`src/hw/rtl/sbxc_pkg.sv`:
```
package sbxc_pkg;

  // Fraction bits of the internal log2/exp2 format.
  localparam int Q_FRAC = 30;
  // Signed width of a log2 result, integer part from -62 to 63.
  localparam int LOG_W = 38;
  // Signed width of an exp2 argument.
  localparam int EXP_W = 46;
  // Divider: a scaled log magnitude over the distribution index plus one.
  localparam int DIV_NW = 44;
  localparam int DIV_DW = 16;

  typedef logic [31:0] root_tab_t [0:30];

  function automatic logic [63:0] sbxc_isqrt(input logic [63:0] n);
    logic [63:0] r;
    logic [63:0] bit_v;
    logic [63:0] rem;
    r = '0;
    bit_v = 64'h4000_0000_0000_0000;
    rem = n;
    for (int i = 0; i < 32; i++) begin
      if (rem >= r + bit_v) begin
        rem = rem - (r + bit_v);
        r = (r >> 1) + bit_v;
      end else begin
        r = r >> 1;
      end
      bit_v = bit_v >> 2;
    end
    return r;
  endfunction

  // Entry k holds 2^(2^-k) in Q.30, each one the truncated square root of the last.
  function automatic root_tab_t sbxc_make_roots();
    root_tab_t t;
    t[0] = 32'h8000_0000;
    for (int k = 1; k <= 30; k++) begin
      t[k] = 32'(sbxc_isqrt({32'b0, t[k-1]} << 30));
    end
    return t;
  endfunction

  localparam root_tab_t ROOTS = sbxc_make_roots();

endpackage

```
`src/hw/rtl/sbxc_div.sv`:
```
module sbxc_div
  import sbxc_pkg::*;
(
  input  logic              clk,
  input  logic              rst_n,
  input  logic              start,
  input  logic [DIV_NW-1:0] num,
  input  logic [DIV_DW-1:0] den,
  output logic              done,
  output logic [DIV_NW-1:0] quot
);

  localparam int CNT_W = $clog2(DIV_NW);

  logic              busy_r, busy_nxt;
  logic              done_r, done_nxt;
  logic [CNT_W-1:0]  cnt_r, cnt_nxt;
  logic [DIV_DW-1:0] rem_r, rem_nxt;
  logic [DIV_NW-1:0] q_r, q_nxt;
  logic [DIV_DW-1:0] den_r, den_nxt;
  logic [DIV_DW:0]   trial;
  logic [DIV_DW:0]   diff;
  logic              ge;

  // Restoring division, one quotient bit per cycle, numerator shifted out as
  // quotient bits shift in.
  always_comb begin
    busy_nxt = busy_r;
    done_nxt = 1'b0;
    cnt_nxt  = cnt_r;
    rem_nxt  = rem_r;
    q_nxt    = q_r;
    den_nxt  = den_r;
    trial    = {rem_r, q_r[DIV_NW-1]};
    diff     = trial - {1'b0, den_r};
    ge       = trial >= {1'b0, den_r};
    if (start) begin
      busy_nxt = 1'b1;
      cnt_nxt  = '0;
      rem_nxt  = '0;
      q_nxt    = num;
      den_nxt  = den;
    end else if (busy_r) begin
      rem_nxt = ge ? diff[DIV_DW-1:0] : trial[DIV_DW-1:0];
      q_nxt   = {q_r[DIV_NW-2:0], ge};
      cnt_nxt = cnt_r + 1'b1;
      if (cnt_r == CNT_W'(DIV_NW - 1)) begin
        busy_nxt = 1'b0;
        done_nxt = 1'b1;
      end
    end
  end

  always_ff @(posedge clk) begin
    if (!rst_n) begin
      busy_r <= 1'b0;
      done_r <= 1'b0;
      cnt_r  <= '0;
    end else begin
      busy_r <= busy_nxt;
      done_r <= done_nxt;
      cnt_r  <= cnt_nxt;
    end
    rem_r <= rem_nxt;
    q_r   <= q_nxt;
    den_r <= den_nxt;
  end

  assign done = done_r;
  assign quot = q_r;

endmodule

```
`config.mk`:
```
export PLATFORM = sky130hd
export DESIGN_NAME = sbxc_div
export DESIGN_NICKNAME = d
export VERILOG_FILES = /design/src/hw/rtl/sbxc_pkg.sv /design/src/hw/rtl/sbxc_div.sv
export SDC_FILE = /design/constraint.sdc
export NUM_CORES = 1
export LEC_CHECK = 0
export CORE_MARGIN = 5
export CORE_UTILIZATION = 50
export CTS_CLUSTER_SIZE = 12
export DETAILED_ROUTE_END_ITERATION = 8
export DONT_BUFFER_PORTS = 1
export PLACE_DENSITY_LB_ADDON = 0.08
export SLEW_MARGIN = 20
export SYNTH_ARGS = -nofsm -noshare
export SYNTH_HDL_FRONTEND = slang
export SYNTH_SLANG_ARGS = --single-unit
```
`constraint.sdc`:
```
create_clock -name clk -period 2.31 [get_ports clk]
set_clock_uncertainty 0.1 [all_clocks]
set_input_delay 0.231 -clock clk [delete_from_list [all_inputs] [get_ports clk]]
set_output_delay 0.231 -clock clk [all_outputs]
set_load 0.05 [all_outputs]
```
======== After elaboration in Yosys (flattened, before gate mapping) ========
Index checks and enable logic that the tools add are counted.
Widths: inputs -> output; s select.
word-level totals
  register bits ........................... 84
  bits of input ports ..................... 63
  output and inout bits ................... 45
operators by class
  add/subtract/negate cells ............... 2
  order comparisons ....................... 1
  equality and inequality tests ........... 1
  multiplexer cells ....................... 7
  bitwise operators ....................... 2
  reductions and logical operators ........ 3
operators by type and width
  kind                 number
  $mux 44              2
  $ge 17x16->1         1
  $mux 16              1
  $sub 16x16->16       1
  $add 6x1->6 const B  1
  $eq 6x6->1 const B   1
  $mux 1               4
  $reduce_or 3->1      1
  $not 1->1            2
  $reduce_bool 2->1    1
  $reduce_or 2->1      1

======== Longest topological paths before layout ========
  depth after elaboration ................. 4
  mapped depth ............................ 10
  mapped depth without buffers ............ 9

======== Worst setup path before layout ========
No wires, ideal clock.
  path type ............................... flip-flop to flip-flop
  start point ............................. reg q_r[43] (netlist: quot[43])
  end point ............................... reg rem_r[14]
  library setup time ...................... 0.122 ns
  data arrival time ....................... 2.485 ns
  required time ........................... 2.088 ns
  setup slack ............................. -0.397 ns
  stages on the path, launching flop included .. 10
  path buffers ............................ 0
  path through ............................ edfxtp_1 -> inv_1 -> ha_1 -> fa_1 -> nand2b_1 -> a211oi_1 -> o2111ai_1 -> a21oi_1 -> xor2_1 -> a311o_1
between the ends
  word-level cells in the longest chain between the ends .. 2
RTL lines
  element                                                RTL line                        text
  from (decl)                                            sbxc_div.sv:19                  logic [DIV_NW-1:0] q_r, q_nxt;
  from (signal assigned)                                 sbxc_div.sv:65                  q_r <= q_nxt;
  $sub 16x16->16 / $ge 17x16->1 (equally long branches)  sbxc_div.sv:35, sbxc_div.sv:36
  $mux 16 *                                              sbxc_div.sv:44                  rem_nxt = ge ? diff[DIV_DW-1:0] : trial[DIV_DW-1:0];
  to (signal assigned)                                   sbxc_div.sv:64                  rem_r <= rem_nxt;
  to (decl)                                              sbxc_div.sv:18                  logic [DIV_DW-1:0] rem_r, rem_nxt;
Every way passes the cells marked *; elsewhere a longest branch is shown, timed or not.
A chain may end at the register's enable or synchronous reset.

======== Final worst setup path ========
  start point ............................. reg den_r[14]
  end point ............................... reg q_r[0] (netlist: quot[0]), data pin
between the ends
  word-level cells in the longest chain between the ends .. 3
RTL lines
  element                 RTL line        text
  from (decl)             sbxc_div.sv:20  logic [DIV_DW-1:0] den_r, den_nxt;
  from (signal assigned)  sbxc_div.sv:66  den_r <= den_nxt;
  $ge 17x16->1            sbxc_div.sv:36  ge = trial >= {1'b0, den_r};
  $mux 44                 sbxc_div.sv:43  end else if (busy_r) begin
  $mux 44                 sbxc_div.sv:37  if (start) begin
  named net q_nxt[0]      sbxc_div.sv:19
The timed path passes the listed nets, and every way through them passes these cells. The select of a mux whose other input is x is not followed.

==> metrics.log <==
INFO  metric status = complete, but fails checks
INFO  metric violations = setup timing
INFO  metric total_leakage_power = 0.002140 µW
INFO  metric drive_above_1_share = 29.91%
INFO  metric final_cell_count_no_fill = 576
INFO  metric wl_per_cell = 17.66 µm
INFO  metric cts_buffers = 9
INFO  metric power.density = 668.8 nW/µm²
INFO  metric grt_pass1_wl = 15.99 mm
INFO  metric timing.setup.critical_path_class = flip-flop to flip-flop
INFO  metric setup.worst_path.start_class = flip-flop
INFO  metric fp.dieArea = 10610 µm²
INFO  metric grt_max_degree = 51
INFO  metric grt_remaining_overflow = 0
INFO  metric finalWorstPathRequiredPeriod = 2.377 ns
INFO  metric yosysTopAreaCellShare = 41.64%
INFO  metric final_common_cell = sky130_fd_sc_hd__dlygate4sd3_1
INFO  metric tightest_pin_transition = 0.5419 ns
INFO  metric synth-seq-area-share = 52.75%
INFO  metric placement_rows = 34
INFO  metric synth_xor_area_share = 2.834%
INFO  metric reg2reg_slack = -0.07 ns
INFO  metric cts_root_buffer = sky130_fd_sc_hd__clkbuf_8
INFO  metric grt_usage = 19.45%
INFO  metric detail_route.drc_violations = 0
INFO  metric synth_edf_count = 60
INFO  metric start_util = 50.35%
INFO  metric antenna_found_initial = 0
INFO  metric synth_simple_gate_area_share = 10.03%
INFO  metric synth.distinct_cells = 52
INFO  metric timing.critical_path.to = quot[0]$_DFFE_PP_
INFO  metric setup-violations-final = 9
INFO  metric port-buffer-count = 0
INFO  metric final_net_count = 544
INFO  metric peakVddDrop = 0.4398 mV
INFO  metric final_cell_area = 5746 µm²
INFO  metric end_kind = flip-flop
INFO  metric rr_startpoint = den_r[14]$_DFFE_PP_
INFO  metric synthesis.area_per_instance = 11.82 µm²
INFO  metric finalWeightedCongestion = 0.8268
INFO  metric dr.pass1.iters = 6
INFO  metric dominant_combinational_cell_family_by_area_after_synthesis = multiplexers
INFO  metric biggest_fanout_along_the_worst_timing_path = 20
INFO  metric mapped_nets = 447
INFO  metric timing.final.hold_violations = 0
INFO  metric htree_levels = 3
INFO  metric coreArea = 8593 µm²
INFO  metric detail_route.wirelength = 10.17 mm
INFO  metric finalMaxSlewViolations = 0
INFO  metric critical_path_data_arrival_time = 2.38 ns
INFO  metric syn-instance-count = 366
INFO  metric via_count = 3168
INFO  metric yosys_warnings = 0
INFO  metric detailedRoute.firstIterationViolations = 100
INFO  metric vias_per_cell = 5.500
INFO  metric grt_pass1_vias = 3283
INFO  metric timing.rr.end = quot[0]$_DFFE_PP_
INFO  metric synth_adder_area_share = 5.379%
INFO  metric grt_setup_unrepaired = true
INFO  metric post-dp-hpwl = 6.481 mm
INFO  metric most_area_hungry_cell_type_in_the_yosys_netlist = sky130_fd_sc_hd__edfxtp_1
INFO  metric worst_skew_late_latency = 0.34 ns
INFO  metric maximum_clock_path_buffer_count = 2
INFO  metric ant_nets = 0
INFO  metric cp.required = 2.32 ns
INFO  metric synth_area_leaders = sky130_fd_sc_hd__edfxtp_1, sky130_fd_sc_hd__mux2_2, sky130_fd_sc_hd__dfxtp_1, sky130_fd_sc_hd__ha_1, sky130_fd_sc_hd__nor2_1
INFO  metric antenna_cells_inserted = 0
INFO  metric asyncSetResetFlopFracSynth = 0%
INFO  metric holdCritPathClass = primary input to flip-flop
INFO  metric post_dp_cell_area = 4726 µm²
INFO  metric worst_slack_after_detailed_placement = -0.1140 ns
INFO  metric finalPower = 3843 µW
INFO  metric max_freq = 420.7 MHz
INFO  metric mostFrequentLayoutCells = sky130_fd_sc_hd__dlygate4sd3_1, sky130_fd_sc_hd__edfxtp_1, sky130_fd_sc_hd__mux2_2
INFO  metric synth_compound_gate_area_share = 12.20%
INFO  metric clock_sinks = 84
INFO  metric timing.max_slew.rel_slack = 63.87%
INFO  metric ioPinCount = 108
INFO  metric post-route-period-util = 102.9%
INFO  metric tritoncts = built
INFO  metric reg2reg_depth = 8
INFO  metric y_dimension_of_the_die = 103.0 µm
INFO  metric clk_pin_slew = 0.09 ns
INFO  metric synth.cell_area = 4327 µm²
INFO  metric final_critical_path_setup_slack = -0.06701 ns
INFO  metric layout-area-overhead-vs-synth = 32.79%
INFO  metric yosys-mux-area-fraction = 13.07%
INFO  metric synth.ff_latch_count = 84
INFO  metric timing.critical_path.from = den_r[14]$_DFFE_PP_
INFO  metric dp.cells = 495
INFO  metric hold-worst-slack = 0.03347 ns
INFO  metric die_w = 103.0 µm
INFO  metric yosys_most_used_dff = sky130_fd_sc_hd__edfxtp_1
INFO  metric drv_cap = 0
==> power breakdown <==
group	switching, µW	total [µW]	internal, µW
combinational	338	726	389
sequential	364	2130	1770
clock	577	983	405
total	1280	3840	2560
==> what timing repair did <==
action	CTS	global route
hold buffers	60	2
resized for setup	9	24
setup endpoints to repair	15	17
pin swaps	3	15
cloned	0	0
hold endpoints to repair	86	2
buffers inserted	1	2
==> state kept, by name, summed over array words and instances, names as in the netlist <==
register,flops
quot,44
den_r,16
rem_r,16
cnt_r,6
busy_r,1
done,1
==> routing by layer <==
layer / vias to the layer above / global-route usage (%) / wire length, µm
met3: 6 / 6.563 / 625
li1: 1557 / - / -
met2: 81 / 31.97 / 5057
met4: 0 / 5.179 / 75
met1: 1524 / 24.63 / 4412
met5: - / 0 / 0
==> worst max-delay path, stage by stage, from the launching register on <==
cell	delay [ns]
sky130_fd_sc_hd__edfxtp_1	0.39
sky130_fd_sc_hd__inv_2	0.07
sky130_fd_sc_hd__ha_4	0.19
sky130_fd_sc_hd__a21o_1	0.20
sky130_fd_sc_hd__a211o_1	0.32
sky130_fd_sc_hd__a311oi_4	0.25
sky130_fd_sc_hd__a31oi_4	0.16
sky130_fd_sc_hd__buf_12	0.19
sky130_fd_sc_hd__mux2_4	0.26
==> metrics by stage <==
stage          TNS, ns  utilization (%)
2_1_floorplan   -1.189                -
3_3_place_gp   -0.3335            54.99
3_5_place_dp   -0.4432            54.99
4_1_cts        -0.1534            64.84
5_1_grt         -1.478            66.86
6_report       -0.3426            66.86
==> worst min-delay path by stage <==
stage	cells past startpoint	slack [ns]	end	from
2_1_floorplan	0	0.23	den_r[0]$_DFFE_PP_	den[0]
3_3_place_gp	1	0.21	rem_r[10]$_SDFFE_PP0P_	start
3_5_place_dp	1	0.22	rem_r[10]$_SDFFE_PP0P_	start
4_1_cts	1	0.003	quot[10]$_DFFE_PP_	num[10]
5_1_grt	1	0.003	quot[6]$_DFFE_PP_	start
6_report	1	0.03	quot[13]$_DFFE_PP_	start
==> cell usage after synthesis, types with 3 or more instances <==
master                      number
sky130_fd_sc_hd__o2111ai_1       4
sky130_fd_sc_hd__buf_2           3
sky130_fd_sc_hd__xor2_1          7
sky130_fd_sc_hd__dfxtp_1        24
sky130_fd_sc_hd__nand4_1         3
sky130_fd_sc_hd__a21o_1          6
sky130_fd_sc_hd__o211ai_1        3
sky130_fd_sc_hd__a21oi_1        16
sky130_fd_sc_hd__nor3_1          3
sky130_fd_sc_hd__a31o_2          3
sky130_fd_sc_hd__mux2i_1         7
sky130_fd_sc_hd__nand3_1        11
sky130_fd_sc_hd__nand2b_1        6
sky130_fd_sc_hd__nor2_1         30
sky130_fd_sc_hd__mux2_2         44
sky130_fd_sc_hd__xnor2_1         7
sky130_fd_sc_hd__clkbuf_1       12
sky130_fd_sc_hd__o21ai_0        12
sky130_fd_sc_hd__a211oi_1        9
sky130_fd_sc_hd__edfxtp_1       60
sky130_fd_sc_hd__inv_1          21
sky130_fd_sc_hd__nand2_1        22
sky130_fd_sc_hd__ha_1           17
==> final cells by class <==
class / count / area [µm²]
clock buffers: 10 / 127.6
clock inverters: 6 / 48.80
fillers: 686 / 2848
inverters: 22 / 82.58
multi-input cells: 243 / 2098
flip-flops and latches: 84 / 2282
well taps: 108 / 135.1
repair buffers: 103 / 970.9
==> cells by family (layout without fill, tap and decap cells) <==
| family | count (synthesis) | after routing |
|---|---|---|
| buf+inv | 39 | 141 |
| xor+xnor | 14 | 14 |
| simple gates | 89 | 89 |
| compound gates | 71 | 71 |
| fa+ha+maj | 18 | 18 |
| flops | 84 | 84 |
| mux | 51 | 51 |
No activity file was read; power rests on OpenSTA's default activity.
